## src/rtl/core/rcfe_pkg.sv

```systemverilog
package rcfe_pkg;

  // longest frame in characters, one cell per character
  localparam int unsigned FRAME_LEN = 14;

  // request kinds
  localparam logic [2:0] CMD_RC   = 3'd0;
  localparam logic [2:0] CMD_CAL  = 3'd1;
  localparam logic [2:0] CMD_PWON = 3'd2;
  localparam logic [2:0] CMD_HON  = 3'd3;
  localparam logic [2:0] CMD_HOFF = 3'd4;

  localparam logic [7:0] CH_SOF = 8'h3a;  // ':'
  localparam logic [7:0] CH_EOF = 8'h2f;  // '/'

  // what a cell holds: a plain character or a checksum digit slot
  typedef enum logic [1:0] {
    K_SOF  = 2'd0,
    K_DATA = 2'd1,
    K_CKH  = 2'd2,
    K_CKL  = 2'd3
  } char_kind_t;

  typedef struct packed {
    logic       valid;
    char_kind_t kind;
    logic       last;
    logic       stick;
    logic [7:0] ch;
  } cell_t;

  typedef struct packed {
    logic [2:0]  cmd;
    logic [11:0] throttle;
    logic [11:0] pitch;
    logic [11:0] roll;
    logic [11:0] yaw;
  } in_word_t;

  typedef struct packed {
    logic [7:0] frame_byte;
    logic       last;
    logic       stick_frame;
  } out_word_t;

  // uppercase hex digit of a nibble
  function automatic logic [7:0] hex_digit(input logic [3:0] nib);
    hex_digit = (nib < 4'd10) ? (8'd48 + {4'd0, nib}) : (8'd55 + {4'd0, nib});
  endfunction

  // fold a 12-bit stick sample about the centre into sign-magnitude
  function automatic logic [7:0] fold_axis(input logic [11:0] s, input logic invert);
    logic [4:0] mag;
    logic       sgn;
    if (!s[11]) begin
      mag = ~s[10:6];
      sgn = ~invert;
    end else begin
      mag = s[10:6];
      sgn = invert;
    end
    fold_axis = {sgn, 2'b00, mag};
  endfunction

endpackage

```

## src/rtl/core/rcfe_cell.sv

```systemverilog
module rcfe_cell
  import rcfe_pkg::*;
(
  input  logic  clk,
  input  logic  rst_n,
  input  logic  load,
  input  cell_t load_val,
  input  cell_t shift_in,
  output cell_t q
);

  cell_t cell_r;
  cell_t cell_nxt;

  // take a fresh frame character on load, else the neighbor's
  always_comb begin
    cell_nxt = load ? load_val : shift_in;
  end

  always_ff @(posedge clk) begin
    if (!rst_n) begin
      cell_r.valid <= 1'b0;
    end else begin
      cell_r.valid <= cell_nxt.valid;
    end
    cell_r.kind  <= cell_nxt.kind;
    cell_r.last  <= cell_nxt.last;
    cell_r.stick <= cell_nxt.stick;
    cell_r.ch    <= cell_nxt.ch;
  end

  assign q = cell_r;

endmodule

```

## src/rtl/core/rcfe_frame.sv

```systemverilog
module rcfe_frame
  import rcfe_pkg::*;
(
  input  in_word_t                 in_word,
  output cell_t [FRAME_LEN-1:0]    image
);

  logic [7:0] body [FRAME_LEN];
  logic [3:0] body_len;
  logic       stick;
  logic [7:0] th_b, p_b, r_b, y_b;

  assign th_b = in_word.throttle[11:4];
  assign p_b  = fold_axis(in_word.pitch, 1'b0);
  assign r_b  = fold_axis(in_word.roll, 1'b1);
  assign y_b  = fold_axis(in_word.yaw, 1'b0);

  // ':' + tag + payload characters of each request kind
  always_comb begin
    for (int i = 0; i < FRAME_LEN; i++) begin
      body[i] = 8'h00;
    end
    body[0]  = CH_SOF;
    body_len = 4'd0;
    stick    = 1'b0;
    case (in_word.cmd)
      CMD_RC: begin
        stick    = 1'b1;
        body[1]  = "R";
        body[2]  = "C";
        body[3]  = hex_digit(th_b[7:4]);
        body[4]  = hex_digit(th_b[3:0]);
        body[5]  = hex_digit(p_b[7:4]);
        body[6]  = hex_digit(p_b[3:0]);
        body[7]  = hex_digit(r_b[7:4]);
        body[8]  = hex_digit(r_b[3:0]);
        body[9]  = hex_digit(y_b[7:4]);
        body[10] = hex_digit(y_b[3:0]);
        body_len = 4'd11;
      end
      CMD_CAL: begin
        body[1] = "C"; body[2] = "A"; body[3] = "L";
        body_len = 4'd4;
      end
      CMD_PWON: begin
        body[1] = "P"; body[2] = "W"; body[3] = "O"; body[4] = "N";
        body_len = 4'd5;
      end
      CMD_HON: begin
        body[1] = "H"; body[2] = "O"; body[3] = "N";
        body_len = 4'd4;
      end
      CMD_HOFF: begin
        body[1] = "H"; body[2] = "O"; body[3] = "F"; body[4] = "F";
        body_len = 4'd5;
      end
      default: begin
        body_len = 4'd0;
      end
    endcase
  end

  // lay out body, two checksum slots and '/' over the cells
  always_comb begin
    for (int i = 0; i < FRAME_LEN; i++) begin
      image[i]       = '0;
      image[i].stick = stick;
      image[i].ch    = body[i];
      if (body_len != 4'd0) begin
        if (4'(i) < body_len) begin
          image[i].valid = 1'b1;
          image[i].kind  = (i == 0) ? K_SOF : K_DATA;
        end else if (4'(i) == body_len) begin
          image[i].valid = 1'b1;
          image[i].kind  = K_CKH;
        end else if (4'(i) == body_len + 4'd1) begin
          image[i].valid = 1'b1;
          image[i].kind  = K_CKL;
        end else if (4'(i) == body_len + 4'd2) begin
          image[i].valid = 1'b1;
          image[i].kind  = K_DATA;
          image[i].last  = 1'b1;
          image[i].ch    = CH_EOF;
        end
      end
    end
  end

endmodule

```

## src/rtl/core/rcfe_out.sv

```systemverilog
module rcfe_out
  import rcfe_pkg::*;
(
  input  logic      clk,
  input  cell_t     head,
  output logic      out_valid,
  output out_word_t out_word
);

  logic [7:0] sum_r;
  logic [7:0] sum_nxt;
  logic [7:0] ck;

  // running byte sum of the characters leaving the chain
  always_comb begin
    sum_nxt = sum_r;
    if (head.valid) begin
      case (head.kind)
        K_SOF:   sum_nxt = 8'd0;
        K_DATA:  sum_nxt = sum_r + head.ch;
        default: sum_nxt = sum_r;
      endcase
    end
  end

  always_ff @(posedge clk) begin
    sum_r <= sum_nxt;
  end

  assign ck = 8'd0 - sum_r;

  // checksum slots turn into hex digits as they reach the head
  always_comb begin
    out_valid            = head.valid;
    out_word.last        = head.last;
    out_word.stick_frame = head.stick;
    case (head.kind)
      K_CKH:   out_word.frame_byte = hex_digit(ck[7:4]);
      K_CKL:   out_word.frame_byte = hex_digit(ck[3:0]);
      default: out_word.frame_byte = head.ch;
    endcase
  end

endmodule

```

## src/rtl/core/remote_command_frame_encoder_core.sv

```systemverilog
// The first character (':') is on the output in the cycle after start is taken.
// Throughput: one character per cycle; a frame of N characters (RC 14, CAL/HON 7,
// PWON/HOFF 8) holds busy until only its last character is left in the 14-cell chain,
// so frames follow back to back. An undefined request kind is taken and gives no word.
// Reset empties the chain; no word is shown until the next start. The receiver
// cannot stall: each word is on out_word for exactly one cycle with out_valid.
module remote_command_frame_encoder_core
  import rcfe_pkg::*;
(
  input  logic      clk,
  input  logic      rst_n,
  input  logic      start,
  input  in_word_t  in_word,
  output logic      busy,
  output logic      out_valid,
  output out_word_t out_word
);

  cell_t [FRAME_LEN-1:0] image;
  cell_t [FRAME_LEN-1:0] chain;
  logic                  load;

  rcfe_frame u_frame (
    .in_word (in_word),
    .image   (image)
  );

  // a new frame may load once only the head character remains
  assign busy = chain[1].valid;
  assign load = start && !busy;

  // character chain, shifting toward the head in every cycle without a load
  for (genvar i = 0; i < FRAME_LEN; i++) begin : g_chain
    cell_t shift_in;
    if (i == FRAME_LEN - 1) begin : g_tail
      assign shift_in = '0;
    end else begin : g_mid
      assign shift_in = chain[i+1];
    end
    rcfe_cell u_cell (
      .clk      (clk),
      .rst_n    (rst_n),
      .load     (load),
      .load_val (image[i]),
      .shift_in (shift_in),
      .q        (chain[i])
    );
  end

  rcfe_out u_out (
    .clk       (clk),
    .head      (chain[0]),
    .out_valid (out_valid),
    .out_word  (out_word)
  );

endmodule
```

## config.mk

```make
export PLATFORM = sky130hd
export DESIGN_NAME = remote_command_frame_encoder_core
export DESIGN_NICKNAME = d
export VERILOG_FILES = /design/src/rtl/core/rcfe_pkg.sv /design/src/rtl/core/rcfe_cell.sv /design/src/rtl/core/rcfe_frame.sv /design/src/rtl/core/rcfe_out.sv /design/src/rtl/core/remote_command_frame_encoder_core.sv
export SDC_FILE = /design/constraint.sdc
export NUM_CORES = 1
export LEC_CHECK = 0
export ABC_AREA = 1
export ABC_CLOCK_PERIOD_IN_PS = 2800
export BUFFER_PORTS_ARGS = -buffer_cell sky130_fd_sc_hd__buf_2
export CAP_MARGIN = 20
export CORE_ASPECT_RATIO = 1.5
export CORE_UTILIZATION = 60
export CTS_BUF_LIST = sky130_fd_sc_hd__clkbuf_4
export CTS_CLUSTER_DIAMETER = 120
export DETAILED_ROUTE_END_ITERATION = 10
export PLACE_DENSITY = 0.79
export RECOVER_POWER = 25
export SLEW_MARGIN = 20
export SYNTH_ARGS = -nofsm -noshare
export SYNTH_HDL_FRONTEND = slang
export SYNTH_HIERARCHICAL = 1
export SYNTH_SLANG_ARGS = --single-unit
export TNS_END_PERCENT = 100
```

## constraint.sdc

```tcl
create_clock -name clk -period 2.8 [get_ports clk]
set_input_delay 0.56 -clock clk [delete_from_list [all_inputs] [get_ports clk]]
set_output_delay 0.56 -clock clk [all_outputs]
set_load 0.005 [all_outputs]
```

# Yosys cells after proc, flatten, opt, wreduce, memory -nomap -nowiden
# Cells that the tools add are included.
totals:
  input_bits: 54
  elab_cells: 397
  output_inout_bits: 12
  reg_bits: 190
classes:
  eq_ne: 46
  n_mux: 210
  order_cmp: 24
  bitwise_logic: 5
  n_reduce_logical: 16
  addsub: 24
op_table:
  columns: ["operator", "n"]
  rows:
  - ["8-bit two-way mux", 71]
  - ["13-bit two-way mux", 13]
  - ["6-bit by 4-bit adder with 7-bit output (first input constant)", 20]
  - ["3-bit two-way mux", 42]
  - ["23-bit case mux with 5 select lines", 1]
  - ["4-bit two-way mux", 27]
  - ["4-bit equality test (first input constant)", 18]
  - ["3-bit by 4-bit equality test with 1-bit output (first input constant)", 12]
  - ["48-bit two-way mux", 1]
  - ["1-bit two-way mux", 43]
  - ["4-bit < comparator (second input constant)", 10]
  - ["8-bit case mux with 2 select lines", 2]
  - ["2-bit by 4-bit equality test with 1-bit output (first input constant)", 6]
  - ["4-bit < comparator (first input constant)", 6]
  - ["8-bit case mux with 3 select lines", 1]
  - ["5-bit two-way mux", 4]
  - ["6-bit two-way mux", 3]
  - ["3-bit by 4-bit < comparator with 1-bit output (first input constant)", 4]
  - ["5-bit inverter", 3]
  - ["1-bit by 4-bit equality test with 1-bit output (first input constant)", 3]
  - ["4-bit zero test", 3]
  - ["4-bit case mux with 3 select lines", 1]
  - ["8-bit adder", 1]
  - ["1-bit by 4-bit < comparator with 1-bit output (first input constant)", 2]
  - ["other kinds (22)", 28]

# Longest topological paths before layout
# Gate-level depths: netlist of the first run.
logic_depth:
  depth_word: 11
  mapped_depth: 14
  depth_no_buf: 14

# Cells and area by module
# The synthesis of the first run kept the hierarchy.
by_module_without_submodules:
  columns: ["module", "seq_area_each_um2", "instances", "cells_per_inst", "area_each_um2"]
  rows:
  - ["rcfe_cell", 260.2, 14, 57, 505.5]
  - ["rcfe_frame", 0.0, 1, 369, 2083.2]
  - ["rcfe_out", 240.2, 1, 166, 1108.6]
  - ["remote_command_frame_encoder_core", 0.0, 1, 3, 13.8]

# Least setup slack after synthesis of the first run
# OpenSTA, ideal clock, no wires.
synth_timing:
  path_type: "input-to-reg"
  startpoint: "input in_word[49] (netlist bit)"
  endpoint: "register g_chain[13].u_cell.cell_r (netlist bit g_chain[13].u_cell/q[2])"
  setup_slack_ps: 222
  cell_stages: 11
  t_required_ps: 2733
  setup_ps: 67
  n_path_buf: 1
  t_arrival_ps: 2511
  cell_sequence: "o21ai_1 inv_1 nor2_1 nor2_1 ha_1 inv_1 nand2_1 nor4_1 buf_4 nand2_1 o21ai_2"
synth_via:
  elab_chain_cells: 6
  word_cells_on_any_way: 18
  classes_between: "add/sub (2); order compare (1); eq/ne (7); mux (2); bitwise (1); reduce/logical (5)"
synth_lines:
  columns: ["element", "line_no", "source"]
  rows:
  - ["start, declared", "remote_command_frame_encoder_core.sv:13", "input in_word_t in_word,"]
  - ["3-bit by 2-bit equality test with 1-bit output (tied with other cells)", "rcfe_frame.sv:26", "case (in_word.cmd)"]
  - ["2-bit OR reduction (no line)", null, null]
  - ["4-bit case mux with 3 select lines (*)", "rcfe_frame.sv:26", null]
  - ["4-bit by 1-bit adder with 4-bit output (tied with other cells)", "rcfe_frame.sv:76", "end else if (4'(i) == body_len + 4'd1) begin"]
  - ["4-bit equality test (tied with other cells)", "rcfe_frame.sv:76", null]
  - ["5-bit OR reduction (no line) / 6-bit two-way mux (equally long branches)", null, null]
  - ["end, declared", "rcfe_cell.sv:12", "cell_t cell_r;"]
# Every way passes the cells marked *; elsewhere a longest branch is shown, timed or not.
# A chain may end at the register's enable or synchronous reset.

==> results of run 1 <==
[flip-flops by register name, indices dropped and copies added (netlist names)]
register and count:
u_out/sum_r 8, g_chain.u_cell/q 182
[routing by layer]
layer	up-vias	part of all wire, %	track usage, %
li1	3877	-	-
met1	3246	41	20.2
met2	137	52	35.4
met3	34	3.6	4.16
met4	0	3.4	9.34
met5	-	0	0
[worst max-delay path, cell delays in order (launching register included)]
cell	delay, ns
edfxtp_1	0.49
inv_2	0.12
ha_4	0.18
xor2_2	0.19
nand2_2	0.14
nand2_4	0.11
nand2_2	0.06
nand3_2	0.06
nand2_1	0.05
inv_1	0.05
nand2_1	0.04
buf_2	0.12
[synth_stat cells (all sizes together) (5+ instances only)]
cell	count
nand2	337
xnor2	6
o21bai	5
inv	256
dfxtp	182
buf	162
edfxtp	8
a21oi	17
nor2	83
o21ai	185
ha	19
nand3	35
nand4	7
xor2	8
nor3	5
[kinds of logic after synthesis]
group | after synthesis
and+or+nand+nor | 471
buffers and inverters | 419
adders and majority gates | 20
DFF | 190
other | 3
AOI/OAI and AO/OA | 219
xor gates and xnor gates | 14
[path summary, 6_finish.rpt]
kind | end | slack, ns | cells after the start
worst min-delay path | g_chain[1].u_cell/q[12] | 0.32 | 3
worst max-delay path | out_word[3] | 0.07 | 11
worst max register to register | g_chain[4].u_cell/q[1] | 0.26 | 3
worst min register to register | g_chain[2].u_cell/q[9] | 0.43 | 2
[layout make-up]
cell class / instances / area, sq um
clock buffers: 18 / 135
inverters: 257 / 968
fillers: 1522 / 6830
well taps: 210 / 263
clock inverters: 14 / 121
repair buffers: 73 / 438
multi-input cells: 785 / 4120
flip-flops and latches: 190 / 3880
diodes: 1 / 2.50
[stage by stage]
stage | hold WS (ns) | cell area, sq um | total power [uW]
5_1_grt | 0.282 | 9930 | 6050
6_report | 0.324 | 9930 | 5680
2_1_floorplan | 0.415 | 10500 | 4350
3_3_place_gp | 0.417 | 9700 | 4350
4_1_cts | 0.267 | 10000 | 5770
3_5_place_dp | 0.423 | 9700 | 4410
[power by group through the flow]
| stage | Combinational, uW | Sequential (uW) | Clock (uW) |
|---|---|---|---|
| finish | 1180 | 3150 | 1350 |
| detailed placement | 1180 | 3220 | 0 |
| CTS | 1200 | 3160 | 1410 |
| floorplan | 1160 | 3180 | 0 |
| global route | 1350 | 3190 | 1510 |
| global placement | 1140 | 3210 | 0 |
[what timing repair did]
| action | 4_1_cts | 5_1_grt |
|---|---|---|
| gates resized for setup | 5 | 10 |
| endpoints found under the setup margin | 7 | 7 |
| gates cloned | 0 | 0 |
| setup buffers | 3 | 6 |
| pin swaps | 0 | 9 |
==> qor.txt, run 1 <==
Register area share after synthesis - 37.8%
Initial antenna violation count - 1
Initial drt markers - 380
Worst endpoint data arrival time - 2.17 ns
RePlAce Congestion - 0.859
Status - completed
Critical Path Source Type - flop
Worst Tran Pin Value - 1.16 ns
Most used DFF post-synth - dfxtp_1
Synth area leaders - dfxtp_1 35%, nand2_1 12%, o21ai_2 11%
Fmax - 367 MHz
CTS tree - built
Largest net degree at the start of global routing - 73
Cell Int Power - 3930 uW
Site Rows - 58
Sw Share - 30.9%
Fin cells - 1548
Register bit total from synthesis - 190
Worst setup startpoint - u_out/sum_r[1]
Max clock buf depth - 2
Total gr overflow - 0
Pins Over Slew Limit - 0
Fin Setup TNS - 0 ns
Clock Skew - 0.0137 ns
DR vias/cell - 4.71
Min Clock Period, post-route - 2.73 ns
RR Startpoint - g_chain[1].u_cell/q[12]
Slew margin rel. - 22.4%
Pwr Density - 572 nW/um^2
CTS clock-pin slew for the worst setup and hold paths - 0.14 ns
Maxcap violations - 0
Die X - 109 um
Gr usage total - 19.2%
CORE AREA - 16800 sq um
Compound-cell area share of the yosys netlist - 15.7%
P_sw - 1750 uW
CP max FO - 7
Post-synthesis adder-cell area fraction - 2.51%
Post-synthesis xor/xnor area fraction - 1.19%
First-pass GRT wire length - 26700 um
WS Path Type - reg2out
Leak - 0.00478 uW
Synth area leader - dfxtp_1
Fin worst setup slack - 0.0728 ns
DRC - 0
# nets final - 1398
Max H-tree Level - 4
Final wirelength - 16400 um
Commonest non-fill, non-tap cell in the layout - nand2_1
Layout cells sized above 1 - 18.0%
CTS Hold Bufs - 0
Synth cell types - 41
RSZ-0062 raised after global routing - yes
Via count - 7294
Setup violators final - 0
Post-Syn Instances - 1336
Simple-Gate Fraction of Synth Area - 18.8%
Placed cell count - 1506
Top-area cell type share of the netlist area - 35.4%
Drt pass-1 iters - 5
IR drop worst, VDD - 0.000353 V
Post-Syn Area - 10300 sq um
DIE HEIGHT - 162 um
IO Port Bufs - 43
Combinational power share - 20.7%
Final hold violation count - 0
Routed Antenna Nets - 0
Placed wire-length estimate - 11800 um
Vias in the first global route - 6345
WL/cell - 10.6 um
Largest family of logic cells by synthesized area - buffers and inverters
Flop pwr share - 55.5%
Fin crit share - 97.4%
Clock share of power - 23.7%
Root Driver - clkbuf_4
Async SR Flop Fraction - 0%
Commonest cells after routing, fill and taps aside - 322 x nand2_1, 251 x inv_1, 182 x dfxtp_1, 99 x o21ai_2, 85 x o21ai_0
Io pins - 66
Sink Count - 190
EDFF count, synth - 8
Clk Latency, worst-skew pair - 0.57 ns
Num CTS Buffers - 17
DP Worst Slack - 0.170 ns
Syn. warnings - 6
Initial Utilization - 61.3%
Hold WC Path Type - in2reg
Layout Utilization - 59.2%
Syn Area/Cell - 7.70 sq um
Mux contribution to synthesized area - 0%
Worst Path Required - 2.24 ns
Hold path start - rst_n
DIE AREA - 17700 sq um
Kind of end point of the critical path - output port
Layout area overhead - -3.43%
(Power assumes the default switching activity.)
==> inputs of run 2 (changes only) <==
--- a/config.mk
+++ b/config.mk
@@ -9,12 +9,10 @@
 export ABC_CLOCK_PERIOD_IN_PS = 2800
 export BUFFER_PORTS_ARGS = -buffer_cell sky130_fd_sc_hd__buf_2
 export CAP_MARGIN = 20
-export CORE_ASPECT_RATIO = 1.5
-export CORE_UTILIZATION = 60
+export CORE_UTILIZATION = 45
 export CTS_BUF_LIST = sky130_fd_sc_hd__clkbuf_4
 export CTS_CLUSTER_DIAMETER = 120
 export DETAILED_ROUTE_END_ITERATION = 10
-export PLACE_DENSITY = 0.79
 export RECOVER_POWER = 25
 export SLEW_MARGIN = 20
 export SYNTH_ARGS = -nofsm -noshare
==> qor.txt, run 2 (same netlist as run 1, synthesis figures left out) <==
Initial Utilization - 46.5% (was 61.3%)
Kind of end point of the critical path - output port (unchanged)
Slew margin rel. - 31.6% (was 22.4%)
Max clock buf depth - 2 (unchanged)
CTS clock-pin slew for the worst setup and hold paths - 0.16 ns (was 0.14 ns)
Worst endpoint data arrival time - 2.11 ns (was 2.17 ns)
Min Clock Period, post-route - 2.67 ns (was 2.73 ns)
Worst path cell trace - nor2_4 > nand3_1 > nand2_2 > nand2_2 > nand2_4 > nand4_1 > nand2_1 > nand3_1 > buf_2 (was inv_2 > ha_4 > xor2_2 > nand2_2 > nand2_4 > nand2_2 > nand3_2 > nand2_1 > inv_1 > nand2_1 > buf_2)
RePlAce Congestion - 0.854 (was 0.859)
Drt pass-1 iters - 5 (unchanged)
First-pass GRT wire length - 26600 um (was 26700 um)
Fin worst setup slack - 0.126 ns (was 0.0728 ns)
WL/cell - 9.62 um (was 10.6 um)
Max reg flops - 182 (unchanged)
CTS tree - built (unchanged)
CTS Hold Bufs - 0 (unchanged)
Fin Setup TNS - 0 ns (unchanged)
Pins Over Slew Limit - 0 (unchanged)
Fin crit share - 95.5% (was 97.4%)
CP max FO - 5 (was 7)
Via count - 6905 (was 7294)
Layout cells sized above 1 - 18.0% (unchanged)
Status - completed (unchanged)
Num CTS Buffers - 17 (unchanged)
CORE AREA - 22100 sq um (was 16800 sq um)
Initial drt markers - 337 (was 380)
Critical-path top delay cell - edfxtp_1 (unchanged)
Worst hold margin - 0.339 ns (was 0.324 ns)
Site Rows - 54 (was 58)
Setup violators final - 0 (unchanged)
Placed cell count - 1575 (was 1506)
Critical Path Source Type - flop (unchanged)
DRC - 0 (unchanged)
Final hold violation count - 0 (unchanged)
Fin cells - 1618 (was 1548)
Sink Count - 190 (unchanged)
Placed wire-length estimate - 10800 um (was 11800 um)
Worst Tran Pin Value - 1.03 ns (was 1.16 ns)
Max H-tree Level - 4 (unchanged)
IO Port Bufs - 43 (unchanged)
Io pins - 66 (unchanged)
RSZ-0062 raised after global routing - yes (unchanged)
Maxcap violations - 0 (unchanged)
Initial antenna violation count - 1 (unchanged)
Commonest non-fill, non-tap cell in the layout - nand2_1 (unchanged)
Root Driver - clkbuf_4 (unchanged)
DR vias/cell - 4.27 (was 4.71)
Clk Latency, worst-skew pair - 0.56 ns (was 0.57 ns)
WS Path Type - reg2out (unchanged)
DP Worst Slack - 0.116 ns (was 0.170 ns)
Gr usage total - 13.9% (was 19.2%)
Layout Utilization - 45.7% (was 59.2%)
Total gr overflow - 0 (unchanged)
Worst Path Required - 2.24 ns (about the same)
Fmax - 374 MHz (was 367 MHz)
# nets final - 1398 (unchanged)
Commonest cells after routing, fill and taps aside - 320 x nand2_1, 251 x inv_1, 182 x dfxtp_1, 99 x o21ai_2, 86 x o21ai_0 (was 322 x nand2_1, 251 x inv_1, 182 x dfxtp_1, 99 x o21ai_2, 85 x o21ai_0)
Fillers - 2258 (was 1522)
Final wirelength - 15600 um (was 16400 um)
Clock Skew - 0.0298 ns (was 0.0137 ns)
DIE AREA - 23500 sq um (was 17700 sq um)
Layout area overhead - -1.75% (was -3.43%)
Leak - 0.00482 uW (was 0.00478 uW)
Largest stage delay, worst path - 0.56 ns (was 0.49 ns)
Vias in the first global route - 5914 (was 6345)
Pwr Density - 585 nW/um^2 (was 572 nW/um^2)
Routed Antenna Nets - 0 (unchanged)
Die X - 153 um (was 109 um)
IR drop worst, VDD - 0.000235 V (was 0.000353 V)
Largest net degree at the start of global routing - 137 (was 73)
Hold WC Path Type - in2reg (unchanged)
DIE HEIGHT - 153 um (was 162 um)
run 2: cell types whose count changed in the layout (fill, tap and decap cells not counted), moves of 2 or more:
| cell | delta |
|---|---|
| clkinv_2 | -3 |
| bufinv_16 | +2 |
| clkbuf_2 | -2 |
| inv_8 | +3 |
| clkinvlp_4 | -2 |
| buf_6 | +2 |
| clkbuf_1 | +3 |
| buf_4 | -2 |
| clkinv_4 | -2 |
| inv_6 | +2 |
| nand2_1 | -2 |
run 2: worst paths after layout:
check                                        startpoint                       end  slack, ns  cells past startpoint
worst max-delay path                     u_out/sum_r[2]               out_word[4]       0.13                      9
worst min-delay path                              rst_n  g_chain[11].u_cell/q[12]       0.34                      3
worst max register to register  g_chain[1].u_cell/q[12]    g_chain[6].u_cell/q[0]       0.32                      4
worst min register to register  g_chain[13].u_cell/q[5]   g_chain[12].u_cell/q[5]       0.41                      2
run 2: per-stage QoR:
step	instance area, sq um	total power, uW
5_1_grt	10100	6320
2_1_floorplan	10500	4350
6_report	10100	5910
4_1_cts	10100	6020
3_3_place_gp	9770	4360
3_5_place_dp	9770	4380
run 2: where the power goes:
part           switching, uW  internal, uW  total [uW]
combinational            724           435        1160
clock                    951           649        1600
sequential               103          3050        3150
run 2: critical path, delay by kind of cell (launching register included):
kind	cells	cell delay, ns
buffers and inverters	1	0.13
AND/OR/NAND/NOR	8	0.87
flip-flops	1	0.56
run 2: final cells by class:
type / count / area (sq um) / share of cell area, %
clock inverters: 14 / 181 / 1.80
diodes: 1 / 2.50 / 0.0248
multi-input cells: 785 / 4140 / 41.0
well taps: 280 / 350 / 3.47
inverters: 257 / 972 / 9.62
flip-flops and latches: 190 / 3880 / 38.4
repair buffers: 73 / 439 / 4.35
clock buffers: 18 / 135 / 1.34
run 2: timing repair:
action	in CTS	in global routing
gates resized for setup	3	20
setup endpoints to repair	7	7
cloned	0	0
pin swaps	0	15
buffers inserted	2	8
run 2: routing by layer:
| metal | routed length (um) | GRT usage [%] | vias up | part of all wire, % |
|---|---|---|---|---|
| met2 | 7170 | 22.5 | 60 | 46 |
| met5 | 0 | 0 | - | 0 |
| met4 | 101 | 3.90 | 0 | 0.65 |
| li1 | - | - | 3882 | - |
| met3 | 464 | 3.37 | 6 | 3.0 |
| met1 | 7830 | 18.3 | 2957 | 50 |
==> inputs of run 3 (changes only) <==
--- a/config.mk
+++ b/config.mk
@@ -6,9 +6,10 @@
 export NUM_CORES = 1
 export LEC_CHECK = 0
 export ABC_AREA = 1
-export ABC_CLOCK_PERIOD_IN_PS = 2800
+export ABC_CLOCK_PERIOD_IN_PS = 2850
 export BUFFER_PORTS_ARGS = -buffer_cell sky130_fd_sc_hd__buf_2
 export CAP_MARGIN = 20
+export CORE_MARGIN = 4
 export CORE_UTILIZATION = 45
 export CTS_BUF_LIST = sky130_fd_sc_hd__clkbuf_4
 export CTS_CLUSTER_DIAMETER = 120
@@ -17,6 +18,5 @@
 export SLEW_MARGIN = 20
 export SYNTH_ARGS = -nofsm -noshare
 export SYNTH_HDL_FRONTEND = slang
-export SYNTH_HIERARCHICAL = 1
 export SYNTH_SLANG_ARGS = --single-unit
 export TNS_END_PERCENT = 100
==> constraint.sdc (replaced) <==
create_clock -name clk -period 2.85 [get_ports clk]
set_input_delay 0.57 -clock clk [delete_from_list [all_inputs] [get_ports clk]]
set_output_delay 0.57 -clock clk [all_outputs]
set_load 0.005 [all_outputs]
==> qor.txt, run 3 <==
Design area - 7000 sq um (was 10100 sq um)
Initial Utilization - 46.5% (about the same)
Sink Count - 155 (was 190)
CTS clock-pin slew for the worst setup and hold paths - 0.13 ns (was 0.16 ns)
Final hold violation count - 0 (unchanged)
EDFF count, synth - 8 (unchanged)
DIE HEIGHT - 125 um (was 153 um)
Worst Tran Pin Value - 1.31 ns (was 1.03 ns)
Kind of end point of the critical path - output port (unchanged)
IR drop worst, VDD - 0.000397 V (was 0.000235 V)
Io pins - 66 (unchanged)
Hold Path End - g_chain[9].u_cell.q[0] (was g_chain[11].u_cell/q[12])
WL/cell - 12.5 um (was 9.62 um)
Clk Latency, worst-skew pair - 0.54 ns (was 0.56 ns)
Sw Share - 27.6% (was 30.1%)
Register bit total from synthesis - 155 (was 190)
RSZ-0062 raised after global routing - yes (unchanged)
Drt pass-1 iters - 5 (unchanged)
Fin worst setup slack - 0.0298 ns (was 0.126 ns)
Post-Syn Instances - 780 (was 1336)
Internal reg-to-reg setup slack - 0.20 ns (was 0.32 ns)
Setup violators final - 0 (unchanged)
DR vias/cell - 4.84 (was 4.27)
Synth area leader - dfxtp_1 (unchanged)
Hold path start - in_word[10] (was rst_n)
Placed cell count - 974 (was 1575)
Cell with the most instances after synthesis - nand2_1 (unchanged)
Num CTS Buffers - 17 (unchanged)
Commonest non-fill, non-tap cell in the layout - nand2_1 (unchanged)
Net count after synthesis - 855
Layout area overhead - 12.9% (was -1.75%)
Pins Over Slew Limit - 0 (unchanged)
Hold path depth - 3 (unchanged)
Gr usage total - 16.8% (was 13.9%)
Async SR Flop Fraction - 0% (unchanged)
# nets final - 905 (was 1398)
Most used DFF post-synth - dfxtp_1 (unchanged)
Clock Skew - 0.0147 ns (was 0.0298 ns)
Syn. warnings - 0 (was 6)
Hold WC Path Type - in2reg (unchanged)
Reg2reg path depth - 7 (was 4)
IO Port Bufs - 42 (was 43)
Layout cells sized above 1 - 15.4% (was 18.0%)
WS Path Type - reg2out (unchanged)
DIE AREA - 15700 sq um (was 23500 sq um)
Post-synth top cells - 225 x nand2_1, 147 x dfxtp_1, 80 x inv_1 (was 325 x nand2_1, 253 x inv_1, 182 x dfxtp_1)
First-pass GRT wire length - 21600 um (was 26600 um)
Synth area leaders - dfxtp_1 47%, nand2_1 14%, inv_1 4.8% (was dfxtp_1 35%, nand2_1 12%, o21ai_2 11%)
Post-Syn Area - 6200 sq um (was 10300 sq um)
Max clock buf depth - 2 (unchanged)
Worst Path Required - 2.28 ns (was 2.24 ns)
Fin cells - 1019 (was 1618)
Pwr Density - 614 nW/um^2 (was 585 nW/um^2)
Die X - 125 um (was 153 um)
Worst endpoint data arrival time - 2.25 ns (was 2.11 ns)
Initial drt markers - 340 (was 337)
Clock share of power - 29.6% (was 27.1%)
Ant. Diodes - 0 (was 1)
CP max FO - 4 (was 5)
Largest net degree at the start of global routing - 40 (was 137)
Fmax - 355 MHz
Initial antenna violation count - 0 (was 1)
Maxcap violations - 0 (unchanged)
Syn Area/Cell - 7.95 sq um (was 7.70 sq um)
Final wirelength - 12800 um (was 15600 um)
Combinational power share - 14.5% (was 19.6%)
Min Clock Period, post-route - 2.82 ns
DRC - 0 (unchanged)
Register area share after synthesis - 51.3% (was 37.8%)
Vias in the first global route - 4667 (was 5914)
Commonest cells after routing, fill and taps aside - 218 x nand2_1, 147 x dfxtp_1, 73 x inv_1, 71 x nor2_1, 39 x o21ai_0 (was 320 x nand2_1, 251 x inv_1, 182 x dfxtp_1, 99 x o21ai_2, 86 x o21ai_0)
Flop pwr share - 55.9% (was 53.3%)
Routed Antenna Nets - 0 (unchanged)
Max reg flops - 147 (was 182)
Leak - 0.00331 uW (was 0.00482 uW)
Status - completed (unchanged)
Total gr overflow - 0 (unchanged)
Fillers - 1295 (was 2258)
Cell Int Power - 3110 uW (was 4130 uW)
Root Driver - clkbuf_4 (unchanged)
RePlAce Congestion - 0.860 (was 0.854)
CORE AREA - 13300 sq um (was 22100 sq um)
DP Worst Slack - 0.272 ns (was 0.116 ns)
Slew margin rel. - 12.4% (was 31.6%)
CTS tree - built (unchanged)
Via count - 4935 (was 6905)
Max H-tree Level - 4 (unchanged)
Placed Instance Area - 6540 sq um (was 9770 sq um)
Multi-input logic area - 2650 sq um (was 4140 sq um)
Synth cell types - 41 (unchanged)
P_sw - 1190 uW (was 1780 uW)
RR Startpoint - g_chain[1].u_cell.q[12] (was g_chain[1].u_cell/q[12])
Site Rows - 42 (was 54)
Critical Path Source Type - flop (unchanged)
R2R Path End - g_chain[7].u_cell.q[12] (was g_chain[6].u_cell/q[0])
Top-area cell type share of the netlist area - 47.4% (was 35.4%)
Fin crit share - 99.0%
Sequential cell area - 3180 sq um (was 3880 sq um)
Placed wire-length estimate - 8830 um (was 10800 um)
==> run 3: cell count changes in the layout (fill, tap and decap cells not counted), moves of 8 or more <==
cell / delta
inv_1: -178
nand2_1: -102
o21ai_2: -98
conb_1: -60
o21ai_0: -47
dfxtp_1: -35
a21oi_1: +16
buf_4: -8
inv_2: +8
==> run 3: layer usage <==
metal	wire length, um	part of all wire (%)	track usage (%)
met2	5960	47	26.9
met1	6190	48	21.9
met5	0	0	0
met3	455	3.6	4.56
met4	165	1.3	6.31
==> run 3: how the worst max path moves through the flow <==
| stage | to | start | depth (start not counted) | slack, ns |
|---|---|---|---|---|
| 2_1_floorplan | out_word[4] | u_out.sum_r[0] | 13 | 0.71 |
| 3_3_place_gp | g_chain[10].u_cell.q[5] | in_word[49] | 12 | 0.36 |
| 3_5_place_dp | g_chain[10].u_cell.q[5] | in_word[49] | 12 | 0.27 |
| 4_1_cts | out_word[6] | u_out.sum_r[1] | 14 | 0.008 |
| 5_1_grt | out_word[6] | u_out.sum_r[1] | 13 | -0.14 |
| 6_report | out_word[4] | u_out.sum_r[1] | 13 | 0.03 |
==> run 3: worst max-delay path, cell delays in order (launching register included) <==
cell      delay (ns)
edfxtp_1        0.43
inv_2           0.14
ha_4            0.18
nand2_4         0.07
o21ai_4         0.14
nand2_4         0.07
ha_4            0.17
inv_2           0.05
nand3_2         0.07
nand2_1         0.06
nand3_1         0.07
nand3_1         0.08
nand2_1         0.05
buf_2           0.12
==> run 3: cell type report <==
| cell class | count | share of cell area [%] |
|---|---|---|
| clock buffer | 19 | 2.04 |
| clock inverter | 13 | 1.80 |
| inverter | 88 | 4.75 |
| multi-input combinational | 507 | 37.8 |
| sequential | 155 | 45.5 |
| tap | 176 | 3.15 |
| timing repair buffer | 61 | 4.99 |
==> run 3: repair_timing <==
action | CTS | global route
setup buffers | 10 | 3
gates resized for setup | 14 | 24
pin swaps | 7 | 16
hold buffers | 0 | 0
setup endpoints to repair | 7 | 7
==> run 3: power by group through the flow <==
stage,clock (uW),sequential [uW],combinational (uW)
floorplan,0,2430,428
global placement,0,2450,554
detailed placement,0,2450,576
CTS,1310,2400,604
global route,1420,2420,720
finish,1270,2400,624
==> run 3: logic make-up (layout without fill, tap and decap cells) <==
family	after synthesis	after routing	synth area share, %
and+or+nand+nor	368	368	24.7
DFF	155	155	51.3
buffers and inverters	118	181	7.95
AOI/OAI and AO/OA	97	97	8.82
adders and majority gates	21	21	4.36
xor gates and xnor gates	20	20	2.82
other	1	1	0.0605
==> run 3: per-stage QoR <==
stage	power (uW)	setup TNS [ns]	hold WS [ns]	utilization, %
final	4300	0	0.321	52.5
after CTS	4320	0	0.273	51.9
after floorplan	2860	0	0.393	-
after detailed placement	3030	0	0.399	49.0
after global placement	3000	0	0.395	49.0
after global routing	4560	-0.761	0.291	52.5
